<file path="config.mk">
export PLATFORM = sky130hd
export DESIGN_NAME = eeg_headset_packet_parser_unit
export DESIGN_NICKNAME = d
export VERILOG_FILES = /design/src/hw/rtl/eegp_pkg.sv /design/src/hw/rtl/eegp_decode.sv /design/src/hw/rtl/eegp_burst.sv /design/src/hw/rtl/eeg_headset_packet_parser_unit.sv
export SDC_FILE = /design/constraint.sdc
export NUM_CORES = 1
export LEC_CHECK = 0
export BUFFER_PORTS_ARGS = -buffer_cell sky130_fd_sc_hd__buf_4
export CORE_MARGIN = 5
export CORE_UTILIZATION = 35
export CTS_CLUSTER_SIZE = 10
export DETAILED_ROUTE_END_ITERATION = 6
export GPL_ROUTABILITY_DRIVEN = 0
export SLEW_MARGIN = 25
export SYNTH_ARGS = -nofsm -noshare
export SYNTH_HDL_FRONTEND = slang
export SYNTH_SLANG_ARGS = --single-unit
</file>
<file path="constraint.sdc">
create_clock -name clk -period 8.69 [get_ports clk]
set_clock_uncertainty 0.1 [all_clocks]
set_input_delay 0 -clock clk [delete_from_list [all_inputs] [get_ports clk]]
set_output_delay 0 -clock clk [all_outputs]
set_load 0.1 [all_outputs]
</file>
<file path="src/hw/rtl/eegp_pkg.sv">
// Shared types and constants of the headset packet parser.
// Used by eegp_decode, eegp_burst and the top level; depends on nothing.
package eegp_pkg;

	// Framing and payload codes
	localparam logic [7:0] SYNC_BYTE  = 8'hAA;
	localparam logic [7:0] CODE_QUAL  = 8'h02;
	localparam logic [7:0] CODE_ATT   = 8'h04;
	localparam logic [7:0] CODE_MED   = 8'h05;
	localparam logic [7:0] CODE_POWER = 8'h83;
	localparam logic [7:0] CODE_SKIP  = 8'h80;
	localparam logic [7:0] QUAL_RESET = 8'd200;

	// Default configuration
	localparam int MAX_PAYLOAD_DEF = 32;
	localparam int POWER_BANDS_DEF = 8;

	// Field widths
	localparam int BAND_W = 3;
	localparam int PWR_W  = 24;

	// Result status codes
	typedef enum logic [1:0] {
		ST_GOOD     = 2'd0,
		ST_TOO_LONG = 2'd1,
		ST_BAD_SUM  = 2'd2,
		ST_UNKNOWN  = 2'd3
	} status_t;

	// Payload decode phase, one-hot
	typedef enum logic [6:0] {
		PH_CODE  = 7'b0000001,
		PH_QUAL  = 7'b0000010,
		PH_ATT   = 7'b0000100,
		PH_MED   = 7'b0001000,
		PH_PLEN  = 7'b0010000,
		PH_PDATA = 7'b0100000,
		PH_SKIP  = 7'b1000000
	} phase_t;

	// New result run handed from the decoder to the burst stage
	typedef struct packed {
		logic              valid;
		status_t           status;
		logic              has_power;
		logic [7:0]        quality;
		logic [7:0]        attention;
		logic [7:0]        meditation;
		logic [PWR_W-1:0]  power0;
	} run_t;

endpackage

</file>
<file path="src/hw/rtl/eegp_decode.sv">
// Input register, frame tracking, payload decode and commit of the parser.
// Depends on eegp_pkg.
module eegp_decode #(
	parameter int MAX_PAYLOAD = eegp_pkg::MAX_PAYLOAD_DEF,
	parameter int POWER_BANDS = eegp_pkg::POWER_BANDS_DEF
) (
	input  logic                       clk,
	input  logic                       arst_n,
	input  logic                       in_valid,
	input  logic [7:0]                 in_byte,
	output logic                       in_ready,
	input  logic                       run_ready,
	output eegp_pkg::run_t             run,
	output logic [eegp_pkg::PWR_W-1:0] pow_cur [POWER_BANDS]
);
	import eegp_pkg::*;

	// input register
	logic             valid_s1;
	logic [7:0]       byte_s1;

	// frame and decode state
	logic             in_frame_q, in_frame_d;
	logic [7:0]       prev_q, prev_d;
	logic [7:0]       pos_q, pos_d;
	logic [7:0]       len_q, len_d;
	logic [7:0]       sum_q, sum_d;
	phase_t           phase_q, phase_d;
	logic [BAND_W-1:0] band_q, band_d;
	logic [1:0]       sub_q, sub_d;
	logic [7:0]       sh_scal_q [3];
	logic [7:0]       sh_scal_d [3];
	logic [2:0]       sh_seen_q, sh_seen_d;
	logic [PWR_W-1:0] sh_pow_q [POWER_BANDS];
	logic [PWR_W-1:0] sh_pow_d [POWER_BANDS];
	logic             sh_pseen_q, sh_pseen_d;
	logic             err_q, err_d;

	// committed values
	logic [7:0]       qual_q, qual_d;
	logic [7:0]       att_q, att_d;
	logic [7:0]       med_q, med_d;
	logic [PWR_W-1:0] pow_q [POWER_BANDS];
	logic [PWR_W-1:0] pow_d [POWER_BANDS];
	logic             present_q, present_d;

	logic             emits;
	logic             adv;
	logic [7:0]       b;

	assign b = byte_s1;

	// a byte that ends a frame waits until the burst stage is free
	assign emits = in_frame_q && ((pos_q == 8'd0) ? (b > 8'(MAX_PAYLOAD)) : (pos_q > len_q));
	assign adv = valid_s1 && (!emits || run_ready);
	assign in_ready = !valid_s1 || adv;

	always_ff @(posedge clk or negedge arst_n) begin
		if (!arst_n) begin
			valid_s1 <= 1'b0;
		end else if (in_ready) begin
			valid_s1 <= in_valid;
		end
	end

	always_ff @(posedge clk) begin
		if (in_ready && in_valid) begin
			byte_s1 <= in_byte;
		end
	end

	// next state for one byte
	always_comb begin
		in_frame_d = in_frame_q;
		prev_d     = prev_q;
		pos_d      = pos_q;
		len_d      = len_q;
		sum_d      = sum_q;
		phase_d    = phase_q;
		band_d     = band_q;
		sub_d      = sub_q;
		sh_scal_d  = sh_scal_q;
		sh_seen_d  = sh_seen_q;
		sh_pow_d   = sh_pow_q;
		sh_pseen_d = sh_pseen_q;
		err_d      = err_q;
		qual_d     = qual_q;
		att_d      = att_q;
		med_d      = med_q;
		pow_d      = pow_q;
		present_d  = present_q;
		run        = '0;

		if (adv) begin
			if (in_frame_q) begin
				if (pos_q == 8'd0) begin
					// length byte
					len_d      = b;
					sum_d      = 8'd0;
					phase_d    = PH_CODE;
					band_d     = '0;
					sub_d      = 2'd0;
					sh_seen_d  = 3'b000;
					sh_pseen_d = 1'b0;
					err_d      = 1'b0;
					if (b > 8'(MAX_PAYLOAD)) begin
						in_frame_d = 1'b0;
						run.valid      = 1'b1;
						run.status     = ST_TOO_LONG;
						run.has_power  = present_q;
						run.quality    = qual_q;
						run.attention  = att_q;
						run.meditation = med_q;
					end
				end else if (pos_q <= len_q) begin
					// payload byte
					sum_d = sum_q + b;
					unique case (phase_q)
						PH_QUAL: begin
							sh_scal_d[0] = b;
							sh_seen_d[0] = 1'b1;
							phase_d = PH_CODE;
						end
						PH_ATT: begin
							sh_scal_d[1] = b;
							sh_seen_d[1] = 1'b1;
							phase_d = PH_CODE;
						end
						PH_MED: begin
							sh_scal_d[2] = b;
							sh_seen_d[2] = 1'b1;
							phase_d = PH_CODE;
						end
						PH_PLEN: begin
							band_d  = '0;
							sub_d   = 2'd0;
							phase_d = PH_PDATA;
						end
						PH_PDATA: begin
							// big-endian shift into the current band
							for (int j = 0; j < POWER_BANDS; j++) begin
								if (band_q == BAND_W'(j)) begin
									sh_pow_d[j] = (sub_q == 2'd0) ? {16'd0, b}
										: {sh_pow_q[j][15:0], b};
								end
							end
							if (sub_q == 2'd2) begin
								sub_d = 2'd0;
								if (band_q == BAND_W'(POWER_BANDS - 1)) begin
									sh_pseen_d = 1'b1;
									phase_d    = PH_CODE;
								end else begin
									band_d = band_q + 1'b1;
								end
							end else begin
								sub_d = sub_q + 1'b1;
							end
						end
						PH_SKIP: begin
							if (sub_q == 2'd2) begin
								phase_d = PH_CODE;
							end else begin
								sub_d = sub_q + 1'b1;
							end
						end
						default: begin
							if (b == CODE_QUAL) begin
								phase_d = PH_QUAL;
							end else if (b == CODE_ATT) begin
								phase_d = PH_ATT;
							end else if (b == CODE_MED) begin
								phase_d = PH_MED;
							end else if (b == CODE_POWER) begin
								sh_pseen_d = 1'b0;
								phase_d    = PH_PLEN;
							end else if (b == CODE_SKIP) begin
								sub_d   = 2'd0;
								phase_d = PH_SKIP;
							end else begin
								err_d   = 1'b1;
								phase_d = PH_CODE;
							end
						end
					endcase
				end else begin
					// checksum byte
					run.valid = 1'b1;
					if (b == ~sum_q) begin
						if (sh_seen_q[0]) qual_d = sh_scal_q[0];
						if (sh_seen_q[1]) att_d  = sh_scal_q[1];
						if (sh_seen_q[2]) med_d  = sh_scal_q[2];
						present_d = sh_pseen_q;
						for (int j = 0; j < POWER_BANDS; j++) begin
							pow_d[j] = sh_pseen_q ? sh_pow_q[j] : '0;
						end
						run.status     = err_q ? ST_UNKNOWN : ST_GOOD;
						run.has_power  = sh_pseen_q;
						run.quality    = qual_d;
						run.attention  = att_d;
						run.meditation = med_d;
						run.power0     = pow_d[0];
					end else begin
						run.status     = ST_BAD_SUM;
						run.has_power  = present_q;
						run.quality    = qual_q;
						run.attention  = att_q;
						run.meditation = med_q;
					end
					in_frame_d = 1'b0;
				end
				pos_d = pos_q + 8'd1;
			end

			// sync pair opens a frame
			if (b == SYNC_BYTE && prev_q == SYNC_BYTE && !in_frame_d) begin
				in_frame_d = 1'b1;
				pos_d      = 8'd0;
				sum_d      = 8'd0;
			end
			prev_d = b;
		end
	end

	always_ff @(posedge clk or negedge arst_n) begin
		if (!arst_n) begin
			in_frame_q <= 1'b0;
			prev_q     <= 8'd0;
			pos_q      <= 8'd0;
			len_q      <= 8'd0;
			sum_q      <= 8'd0;
			phase_q    <= PH_CODE;
			band_q     <= '0;
			sub_q      <= 2'd0;
			for (int j = 0; j < 3; j++) begin
				sh_scal_q[j] <= 8'd0;
			end
			sh_seen_q  <= 3'b000;
			for (int j = 0; j < POWER_BANDS; j++) begin
				sh_pow_q[j] <= '0;
				pow_q[j]    <= '0;
			end
			sh_pseen_q <= 1'b0;
			err_q      <= 1'b0;
			qual_q     <= QUAL_RESET;
			att_q      <= 8'd0;
			med_q      <= 8'd0;
			present_q  <= 1'b0;
		end else begin
			in_frame_q <= in_frame_d;
			prev_q     <= prev_d;
			pos_q      <= pos_d;
			len_q      <= len_d;
			sum_q      <= sum_d;
			phase_q    <= phase_d;
			band_q     <= band_d;
			sub_q      <= sub_d;
			sh_scal_q  <= sh_scal_d;
			sh_seen_q  <= sh_seen_d;
			sh_pow_q   <= sh_pow_d;
			sh_pseen_q <= sh_pseen_d;
			err_q      <= err_d;
			qual_q     <= qual_d;
			att_q      <= att_d;
			med_q      <= med_d;
			pow_q      <= pow_d;
			present_q  <= present_d;
		end
	end

	assign pow_cur = pow_q;

endmodule

</file>
<file path="src/hw/rtl/eegp_burst.sv">
// Result register of the parser: emits one status result or one result per band.
// Depends on eegp_pkg; fed by eegp_decode.
module eegp_burst #(
	parameter int POWER_BANDS = eegp_pkg::POWER_BANDS_DEF
) (
	input  logic                        clk,
	input  logic                        arst_n,
	input  eegp_pkg::run_t              run,
	output logic                        run_ready,
	input  logic [eegp_pkg::PWR_W-1:0]  pow_cur [POWER_BANDS],
	output logic                        out_valid,
	input  logic                        out_ready,
	output eegp_pkg::status_t           status,
	output logic [7:0]                  quality,
	output logic [7:0]                  attention,
	output logic [7:0]                  meditation,
	output logic                        has_power,
	output logic [eegp_pkg::BAND_W-1:0] band_index,
	output logic [eegp_pkg::PWR_W-1:0]  band_power,
	output logic                        last
);
	import eegp_pkg::*;

	logic              valid_q;
	status_t           status_q;
	logic [7:0]        qual_q, att_q, med_q;
	logic              hp_q;
	logic [BAND_W-1:0] band_q;
	logic [PWR_W-1:0]  power_q;
	logic              last_q;

	logic              take;
	logic [BAND_W-1:0] band_nxt;
	logic [PWR_W-1:0]  power_nxt;

	assign take      = valid_q && out_ready;
	assign run_ready = !valid_q || (out_ready && last_q);
	assign band_nxt  = band_q + 1'b1;

	// power of the next band
	always_comb begin
		power_nxt = '0;
		for (int j = 0; j < POWER_BANDS; j++) begin
			if (band_nxt == BAND_W'(j)) begin
				power_nxt = pow_cur[j];
			end
		end
	end

	// valid and band walk; too-long and bad-checksum runs are single results whatever has_power says
	always_ff @(posedge clk or negedge arst_n) begin
		if (!arst_n) begin
			valid_q <= 1'b0;
			band_q  <= '0;
			last_q  <= 1'b0;
		end else if (run.valid) begin
			valid_q <= 1'b1;
			band_q  <= '0;
			last_q  <= !run.has_power || (run.status == ST_TOO_LONG)
				|| (run.status == ST_BAD_SUM) || (POWER_BANDS == 1);
		end else if (take) begin
			if (last_q) begin
				valid_q <= 1'b0;
			end else begin
				band_q <= band_nxt;
				last_q <= (band_nxt == BAND_W'(POWER_BANDS - 1));
			end
		end
	end

	// payload of the result register
	always_ff @(posedge clk) begin
		if (run.valid) begin
			status_q <= run.status;
			qual_q   <= run.quality;
			att_q    <= run.attention;
			med_q    <= run.meditation;
			hp_q     <= run.has_power;
			power_q  <= run.power0;
		end else if (take && !last_q) begin
			power_q <= power_nxt;
		end
	end

	assign out_valid  = valid_q;
	assign status     = status_q;
	assign quality    = qual_q;
	assign attention  = att_q;
	assign meditation = med_q;
	assign has_power  = hp_q;
	assign band_index = band_q;
	assign band_power = power_q;
	assign last       = last_q;

`ifndef SYNTHESIS
	// a new run never overwrites a result still waiting
	a_load_free: assert property (@(posedge clk) disable iff (!arst_n)
		run.valid |-> (!valid_q || (out_ready && last_q)))
		else $error("run loaded over a pending result");
	// a run without powers is a single result
	a_single: assert property (@(posedge clk) disable iff (!arst_n)
		(valid_q && !hp_q) |-> last_q)
		else $error("status run longer than one result");
	// band walk stays inside the band count
	a_band_range: assert property (@(posedge clk) disable iff (!arst_n)
		valid_q |-> (band_q <= BAND_W'(POWER_BANDS - 1)))
		else $error("band index out of range");
	// final band carries last
	a_last_band: assert property (@(posedge clk) disable iff (!arst_n)
		(valid_q && hp_q && band_q == BAND_W'(POWER_BANDS - 1)) |-> last_q)
		else $error("last missing on final band");
`endif

endmodule

</file>
<file path="src/hw/rtl/eeg_headset_packet_parser_unit.sv">
// Top level of the headset packet parser: byte stream in, result stream out.
// Depends on eegp_pkg, eegp_decode and eegp_burst.
//
// Usage:
// - Slave channel s_*: one serial byte per request in s_tdata[7:0].
// - Master channel m_*: result requests. A frame end gives one status result,
//   or POWER_BANDS results (one per band, band_index 0 up) when the committed
//   packet carried band powers; m_tlast marks the final result of the run.
// - Result path: a frame-ending byte goes through the input register, then
//   loads the result register once that register is free.
// - Throughput: one byte per cycle. A frame-ending byte is held in the input
//   register while the result register still has an earlier run to deliver,
//   so the byte rate drops only when a frame ends before the earlier run has
//   drained: a band run delivers one result per band, and takes longer
//   behind a stalled receiver; all other bytes pass at full rate.
// - m_tready low holds the current result stable; the input register then
//   fills and s_tready falls once a frame-ending byte reaches it.
// - Reset (arst_n low) clears framing, shadow and committed values; signal
//   quality reads 200, all other values 0, and no result is pending.
module eeg_headset_packet_parser_unit #(
	parameter int MAX_PAYLOAD = eegp_pkg::MAX_PAYLOAD_DEF,
	parameter int POWER_BANDS = eegp_pkg::POWER_BANDS_DEF
) (
	input  logic        clk,
	input  logic        arst_n,
	input  logic        s_tvalid,
	output logic        s_tready,
	input  logic [7:0]  s_tdata,   // [7:0] data_byte
	output logic        m_tvalid,
	input  logic        m_tready,
	// [1:0] status, [9:2] signal_quality, [17:10] attention, [25:18] meditation,
	// [26] has_power, [29:27] band_index, [53:30] band_power, [55:54] zero
	output logic [55:0] m_tdata,
	output logic        m_tlast
);
	import eegp_pkg::*;

	run_t              run;
	logic              run_ready;
	logic [PWR_W-1:0]  pow_cur [POWER_BANDS];
	status_t           status;
	logic [7:0]        quality, attention, meditation;
	logic              has_power;
	logic [BAND_W-1:0] band_index;
	logic [PWR_W-1:0]  band_power;

	eegp_decode #(
		.MAX_PAYLOAD(MAX_PAYLOAD),
		.POWER_BANDS(POWER_BANDS)
	) u_decode (
		.clk       (clk),
		.arst_n    (arst_n),
		.in_valid  (s_tvalid),
		.in_byte   (s_tdata),
		.in_ready  (s_tready),
		.run_ready (run_ready),
		.run       (run),
		.pow_cur   (pow_cur)
	);

	eegp_burst #(
		.POWER_BANDS(POWER_BANDS)
	) u_burst (
		.clk        (clk),
		.arst_n     (arst_n),
		.run        (run),
		.run_ready  (run_ready),
		.pow_cur    (pow_cur),
		.out_valid  (m_tvalid),
		.out_ready  (m_tready),
		.status     (status),
		.quality    (quality),
		.attention  (attention),
		.meditation (meditation),
		.has_power  (has_power),
		.band_index (band_index),
		.band_power (band_power),
		.last       (m_tlast)
	);

	// result packing, highest field first
	assign m_tdata = {2'b00, band_power, band_index, has_power,
		meditation, attention, quality, status};

endmodule

</file>
After elaboration in Yosys (flattened, before gate mapping)
Index checks and enable logic that the tools add are counted.
- flip-flop bits (word level): 548
- bits of input ports: 12
- $add $sub $neg: 5
- magnitude comparators: 3
- eq/ne operators: 52
- muxes and demuxes: 108
- bitwise operators: 3
- reduce and logical (&&, ||, !) cells: 64
- operators with widths (cell ; number):
    $mux W24 ; 28
    $mux W52 ; 3
    $mux W8 ; 9
    $mux W7 ; 10
    $reduce_and A6 Y1 ; 10
    $mux W28 ; 2
    $eq A8 B8 Y1 const B ; 4
    $mux W1 ; 32
    $pmux W7 S4 ; 1
    $mux W27 ; 1
    $mux W3 ; 9
    $eq A3 B3 Y1 const B ; 8
    $mux W2 ; 10
    $ne A5 B4 Y1 const B ; 4
    $reduce_and A10 Y1 ; 2
    $reduce_and A5 Y1 ; 4
    $eq A8 B3 Y1 const B ; 2
    $ne A2 B1 Y1 const B ; 8
    $reduce_bool A2 Y1 ; 8
    $ne A3 B2 Y1 const B ; 5
    $eq A3 B2 Y1 const B ; 4
    $reduce_and A4 Y1 ; 3
    $ne A3 B1 Y1 const B ; 3
    $reduce_and A9 Y1 ; 1
    37 further kinds ; 64

Logic depth before layout (Yosys ltp)
Gate-level depths: netlist of run 1.
- depth after elaboration: 12
- depth in mapped cells: 11
- depth with buffers taken out: 9

By module
From an unflattened synthesis of run 1, not the netlist that was laid out.
- cells, all modules: 2324
- area total of the unflattened synthesis: 26042.5 sq um
- modules (own cells, without submodules) (module ; times used ; cells an instance ; area each (sq um) ; seq. area each (sq um)):
    eegp_decode ; 1 ; 1952 ; 21861.0 ; 12356.9
    eegp_burst ; 1 ; 368 ; 4155.2 ; 1656.6
    eeg_headset_packet_parser_unit ; 1 ; 4 ; 26.3 ; 0.0

Worst setup path before layout of run 1
Ideal clock, no wire load.
- path kind: register to register
- start point: register u_decode.pos_q[5]
- end point: register u_burst.power_q[0], in the netlist u_burst.band_power[0], enable pin
- library setup time: 0.562 ns
- arrival: 2.765 ns
- required time: 8.028 ns
- slack: 5.262 ns
- stages on the path, launching flop included: 9
- buffers on the path: 1
- cells stage by stage: dfrtp_1 ha_1 a211o_1 a21oi_4 a31oi_1 a21boi_2 nand2b_1 buf_6 o21ai_0
- longest elaborated chain between the ends: 8
- elaborated cells on any way between the ends: 13
- classes of those cells: order compare (2); mux (5); reduce/logical (6)
- ends and longest elaborated chain (element ; line ; source):
    start: declaration ; eegp_decode.sv:25 ; logic [7:0] pos_q, pos_d;
    start signal: assignment ; eegp_decode.sv:251 ; pos_q <= pos_d;
    $gt A8 B8 Y1 / $logic_not A8 Y1 (equally long branches) ; eegp_decode.sv:54, eegp_decode.sv:96 ;
    $mux W1 ; eegp_decode.sv:54 ; assign emits = in_frame_q && ((pos_q == 8'd0) ? (b > 8'(MAX_PAYLOAD)) : (pos_q > len_q));
    $logic_and A1 B1 Y1 ; eegp_decode.sv:54 ;
    $logic_not A1 Y1 ; eegp_decode.sv:55 ; assign adv = valid_s1 && (!emits || run_ready);
    $logic_or A1 B1 Y1 ; eegp_decode.sv:55 ;
    $logic_and A1 B1 Y1 ; eegp_decode.sv:55 ;
    $mux W52 * ; eegp_decode.sv:94 ; if (adv) begin
    $reduce_bool A2 Y1 (no source line) * ; -- ;
    end signal: assignment ; eegp_burst.sv:79 ; power_q <= run.power0;
    end signal: assignment ; eegp_burst.sv:81 ; power_q <= power_nxt;
    end: declaration ; eegp_burst.sv:29 ; logic [PWR_W-1:0] power_q;
Mark *: on every way between the ends. The rest lies on a longest branch, timed or not.
A chain may end at the register's enable or synchronous reset.

Worst setup path in the final report of run 1
- start point: register u_decode.byte_s1[6], in the netlist u_decode.b[6]
- end point: register u_burst.power_q[12], in the netlist u_burst.band_power[12], data pin
- longest elaborated chain between the ends: 8
- elaborated cells on any way between the ends: 15
- classes of those cells: order compare (1); eq/ne (1); mux (9); reduce/logical (4)
- ends and longest elaborated chain (element ; line ; source):
    start: declaration ; eegp_decode.sv:20 ; logic [7:0] byte_s1;
    start signal: assignment ; eegp_decode.sv:68 ; byte_s1 <= in_byte;
    $gt A8 B6 Y1 ; eegp_decode.sv:54, eegp_decode.sv:106 ;
    $mux W1 ; eegp_decode.sv:54 ;
    $logic_and A1 B1 Y1 ; eegp_decode.sv:54 ;
    $logic_not A1 Y1 ; eegp_decode.sv:55 ;
    $logic_or A1 B1 Y1 ; eegp_decode.sv:55 ;
    $logic_and A1 B1 Y1 ; eegp_decode.sv:55 ;
    $mux W52 * ; eegp_decode.sv:94 ;
    $mux W24 * ; eegp_burst.sv:73 ; if (run.valid) begin
Marks and branches as above.

==> impl_results.md, run 1 <==
- Commonest non-fill, non-tap cells in the layout: nand2_1, dfrtp_1, nand3_1
- Cell area after layout: roughly 29,000 um^2
- Nets: approximately 2.6k
- DRC Markers: 0
- CP max FO: about 170
- Commonest non-fill, non-tap cell in the layout: nand2_1
- WL met2: between 30,000 and 40,000 um
- Share of layout cells above drive strength 1: 0.121
- Pleak: roughly 13 nW
- Slowest stage cell, crit path: edfxtp_1
- N_diodes: 0
- Crit path DAT: 4.69 ns
- Min Tclk post-route: 4.34 ns
- DRT iter0 DRCs: about 1.6k
- Worst path max stage delay: around 0.70 ns
- CTS tree: done
- Final wirelength: ~70,000 um
- CTS H-tree depth: 3
- Area growth syn-to-layout: 12.7%
- Critical path's top delay family: simple AND/OR/NAND/NOR gates
- Final hold vios: 0
- CP Capture Type: flop
- First-pass GRT wire length: roughly 110,000 um
- Number of synthesized flops with an enable pin: just under 60
- Tot GR Track Use: 0.177
- Post-Route M1 WL: between 30,000 and 40,000 um
- Via count: between 15k and 20k
- Initial Utilization: 0.355
- Fill cells: about 7.0k
- Power density cells: 183 nW/um^2
- FF/Latch Area: about 14,000 um^2
- Post-route ant nets: 0
- Placed Instance Area: 26,600 um^2
- Via density: roughly 5.3
- Synthesis Warnings: 0
- Worst-margin pin slew: around 0.99 ns
- Synthesized cell area: 25,400 um^2
- Fmax: 230 MHz
- Bufs and invs on worst path: 3
- Setup_tns: 0 ns
- Number of global-route vias before repair: 19.1k
- Met3 WL: 3620 um
- FP Rows: 98
- Grt ovf: 0
- FFs w/ async S/R, synth: 0.892
- Max-Cap Viols: 0
- WHS: about 0.0053 ns
- RSZ-0062 raised after global routing: no
- Die Height: between 200 and 300 um
- IO Port Bufs: 68
- Top layer in use: met4
- Worst Setup SP: u_decode.b[6]
- Netlist cell types: 85
- Outcome: finished, final reports clean
- Critical path required time: around 9 ns
- Clk buf depth: 3
- Top_reg_cell synth: dfrtp_1
- Worst flop-to-flop path startpoint: u_decode.b[6]
- Die Wd: between 200 and 300 um
- Maximum vdd drop: roughly 120 uV
- Clock Tree Root: clkbuf_16
- Sequential area share after synthesis: 0.551
- Skew-Pair Late Insertion Delay: approximately 0.6 ns
- Crit Path Class: reg -> reg
- CTS-repair resized insts: 0
- Worst-path clk slew: about 0.050 ns
- Clock sinks: 548
- Syn avg cell area: 9.87 um^2
- Number of max-slew violations in the final report: 0
- DR pass1 iterations: 5
- #FFs+latches synth: ~550
- Post-route clock period utilization: 0.500
- Die footprint: 78,200 um^2
- Synth Instances: approximately 2.6k
- Core area: between 70,000 and 80,000 um^2
- Slew Limit Headroom: 0.343
- Hold WC Path Type: in -> async
- Largest net degree at the start of global routing: just under 200
- Num CTS Buffers: 66
- Avg WL per Cell: around 20 um
- Initial antenna violation count: 2
- Finish-stage setup viols: 0
- Multi-input combinational cell area: around 10,000 um^2
- Startpoint Class: flop
- I/O Pins: 71
- CP cell instances: ha_1, nand4_1, nor3_4, inv_1, nor4_4, buf_12, and2_1, buf_4, a22o_1
- Post-DP HPWL: slightly above 40,000 um
## final timing paths
kind                                          end  slack (ns)  cells after the start
hold reg to reg              u_decode.pow_cur[85]        0.36                      2
max in group asynchronous  u_decode.sh_pow_q[190]        6.17                      4
setup / recovery           u_burst.band_power[12]        4.35                      9
setup reg to reg           u_burst.band_power[12]        4.35                      9
min in group clk                    u_decode.b[0]        0.06                      2
hold / removal              u_decode.pow_cur[140]       0.005                      2
## state kept, by name, summed over array words and instances (netlist names), 8 cells and up
register and flops:
u_decode.pow_cur 192, u_decode.sh_pow_q 192, u_burst.band_power 24, u_decode.sh_scal_q 24, u_burst.attention 8, u_burst.meditation 8, u_burst.quality 8, u_decode.att_q 8
u_decode.b 8, u_decode.len_q 8, u_decode.med_q 8, u_decode.pos_q 8, u_decode.prev_q 8, u_decode.qual_q 8, u_decode.sum_q 8
## kinds of logic (layout without fill, tap and decap cells)
family | Yosys count | after routing | synth area share
mux | 118 | 118 | 0.0526
simple gates | 1178 | 1178 | 0.211
buf+inv | 226 | 250 | 0.0399
fa+ha+maj | 33 | 33 | 0.0165
compound gates | 461 | 461 | 0.125
other cells | 1 | 2 | 0.000147
xor+xnor | 12 | 12 | 0.00413
flops | 548 | 548 | 0.551
## metal layers
metal	vias up	track usage
li1	8805	-
met1	9455	0.250
met2	537	0.281
met3	121	0.0301
met4	0	0.0521
met5	-	0
## layout make-up
| cell class | instances | share of cell area |
|---|---|---|
| well taps | 950 | 0.0415 |
| multi-input cells | 1804 | 0.366 |
| inverters | 28 | 0.00375 |
| flip-flops and latches | 548 | 0.489 |
| clock inverters | 5 | 0.00227 |
| clock buffers | 102 | 0.0642 |
| repair buffers | 115 | 0.0331 |
## synth_stat cells, drive strengths merged, types with 5 or more instances
cell	instances	area, um^2
clkbuf	109	409
nor2b	29	181
o21bai	5	37.5
mux2	108	1240
o2111ai	7	149
nand2b	136	858
edfxtp	59	1770
nor3	13	92.6
nor4	8	86.3
buf	89	498
xor2	5	43.8
a32oi	19	166
xnor2	7	61.3
nand2	690	2620
o21ai	208	1050
dfrtp	485	12100
o31ai	22	165
a22o	13	114
nor2	52	195
o211ai	28	220
and2	5	31.3
inv	28	108
nand3	212	1070
nand4	12	75.1
a32o	24	240
a211oi	24	185
mux2i	10	100
ha	32	400
a21oi	48	255
a31oi	6	37.5
o2bb2ai	19	204
## report_power, final
group / switching (mW) / total, mW / internal, mW
Combinational: 0.0884 / 0.119 / 0.0310
Clock: 1.03 / 2.51 / 1.48
Sequential: 0.0180 / 2.62 / 2.60
## timing repair
action | CTS | global route
endpoints found under the hold margin | 133 | 0
hold buffers | 11 | 0
buffers inserted | 0 | 0
## stage by stage
stage	power (mW)	worst slack, ns	cells	utilization
detailed placement	2.78	4.41	3432	0.371
finish	5.24	4.35	3552	0.400
CTS	5.31	4.39	3550	0.399
global route	5.43	4.11	3552	0.400
global placement	2.78	4.50	3432	0.371
floorplan	2.71	5.26	2578	-
No activity file was read; power rests on OpenSTA's default activity.
==> inputs of run 2 (changes only) <==
clock period = 4.1 ns   (was 8.69 ns; I/O delays follow)
==> run 2 against run 1 <==
The run now ends with negative hold slack left. Non-clock buffer count rose by 12. Combinational power rose by 130%. Sequential cell count is the same. Routed wire length decreased by 0.68%. Clock power increased by 110%. Fmax increased by 15%. Critical path depth unchanged. Sequential power up 110%. Core utilization increased by 0.27 points. Total power up 110%. Cell area increased by 0.67%. Critical path type unchanged. Critical endpoint is now u_burst.band_power[4]. Largest cell class unchanged. Highest routed layer unchanged.
==> impl_results.md, run 2 (synthesized netlist as in run 1, its figures left out) <==
- RSZ-0062 raised after global routing: no
- Slowest stage cell, crit path: a31oi_1
- Worst path max stage delay: roughly 0.6 ns
- Finish-stage setup viols: 0
- WHS: -0.0436 ns
- DR pass1 iterations: 6
- Die footprint: approximately 78,000 um^2
- Outcome: finished with violations
- Crit Path Class: reg -> reg
- Post-route ant nets: 0
- Pleak: about 13 nW
- Initial antenna violation count: 0
- Worst-path clk slew: around 0.06 ns
- Post-route clock period utilization: 0.920
- Grt ovf: 0
- Violated checks: negative hold slack
- Critical path required time: between 4 and 5 ns
- Nets: 2,620
- Core area: around 72,000 um^2
- Gr busiest metal: met2
- Skew-Pair Late Insertion Delay: between 0.5 and 0.6 ns
- IO Port Bufs: 68
- DRT iter0 DRCs: 1,675
- Startpoint Class: flop
- Clock sinks: about 550
- Final total power: between 10 and 15 mW
- Worst-margin pin slew: 1.00 ns
- First-pass GRT wire length: 111,000 um
- Share of layout cells above drive strength 1: 0.125
- Clk buf depth: 3
- Bufs and invs on worst path: 3
- Via density: 5.32
- CTS-repair resized insts: 0
- FP Rows: around 100
- Commonest non-fill, non-tap cell in the layout: nand2_1
- CTS H-tree depth: 3
- Via count: 18.9k
- Non-Filler Instances: ~3.6k
- Number of global-route vias before repair: around 19k
- Clock Tree Root: clkbuf_16
- DRC Markers: 0
- Max-Cap Viols: 0
- Placed cell count: between 3k and 4k
- Maximum vdd drop: around 290 uV
- Fmax: between 200 and 300 MHz
- Initial Utilization: 0.355
- Number of max-slew violations in the final report: 0
- Commonest non-fill, non-tap cells in the layout: nand2_1, dfrtp_1, nand3_1
- Tot GR Track Use: 0.176
- Met2 GRT Util: 0.282
- Num CTS Buffers: 66
- Final hold vios: 22
- CP Capture Type: flop
- I/O Pins: approximately 70
- Area growth syn-to-layout: 13.4%
- Die Height: 280 um
- N_diodes: 0
- Largest net degree at the start of global routing: 193
- Setup_tns: 0 ns
- Min Tclk post-route: around 3.8 ns
- CP cell instances: inv_1, ha_1, and3_1, a31oi_1, a21boi_2, nand2b_1, inv_4, buf_12, o2bb2ai_1
- Avg WL per Cell: just under 20 um
- Final wirelength: between 60,000 and 70,000 um
- Die Wd: about 280 um
- CP max FO: 27
- GR Util met3: 0.0273
- Hold WC Path Type: in -> async
- Crit path DAT: roughly 4.0 ns
- Global Route met1 Usage: 0.248
- Post-DP HPWL: ~42,000 um
- Slew Limit Headroom: 0.331
- Critical path's top delay family: buffers and inverters
- Power density cells: between 300 and 400 nW/um^2
- CTS tree: done
==> run 2: cell types whose count changed in the layout (fill, tap and decap cells not counted), sizes merged <==
cell,previous run,this run
clkbuf,102,95
buf,104,116
==> run 2: cell type report <==
type / count / area [um^2]
fillers: 6949 / 42900
repair buffers: 127 / 1160
inverters: 28 / 108
flip-flops and latches: 548 / 14000
clock buffers: 95 / 1820
well taps: 950 / 1190
clock inverters: 5 / 63.8
multi-input cells: 1804 / 10500
==> run 2: power breakdown <==
| part | internal (mW) | switching (mW) | total, mW |
|---|---|---|---|
| registers | 5.51 | 0.0340 | 5.54 |
| logic | 0.0750 | 0.198 | 0.273 |
| clock network | 3.12 | 2.16 | 5.28 |
==> run 2: metal layers <==
layer	share of wire	up-vias	wire, um
li1	-	8831	-
met1	0.46	9471	31700
met2	0.47	486	32200
met3	0.046	121	3180
met4	0.029	0	2020
met5	0	-	0
==> run 2: what timing repair did <==
item,in CTS,in global routing
buffers inserted,0,0
endpoints found under the hold margin,122,0
hold buffers,11,0
==> run 2: worst paths after layout <==
path | from | end | slack [ns] | cells past startpoint
worst max-delay path | u_decode.pos_q[0] | u_burst.band_power[4] | 0.33 | 9
worst min-delay path | arst_n | u_decode.pow_cur[18] | -0.04 | 2
worst max register to register | u_decode.pos_q[0] | u_burst.band_power[4] | 0.33 | 9
max in group asynchronous | arst_n | u_decode.sh_scal_q[6] | 2.70 | 3
min in group clk | s_tdata[0] | u_decode.b[0] | 0.04 | 2
worst min register to register | u_decode.pow_cur[175] | u_decode.pow_cur[175] | 0.36 | 2
==> run 2: stage by stage <==
stage	setup WS (ns)	util	cell area, um^2
final	0.328	0.402	28900
after global routing	0.143	0.402	28900
after global placement	0.595	0.374	26800
after floorplan	0.672	-	25400
after detailed placement	0.456	0.374	26800
after CTS	0.445	0.402	28800
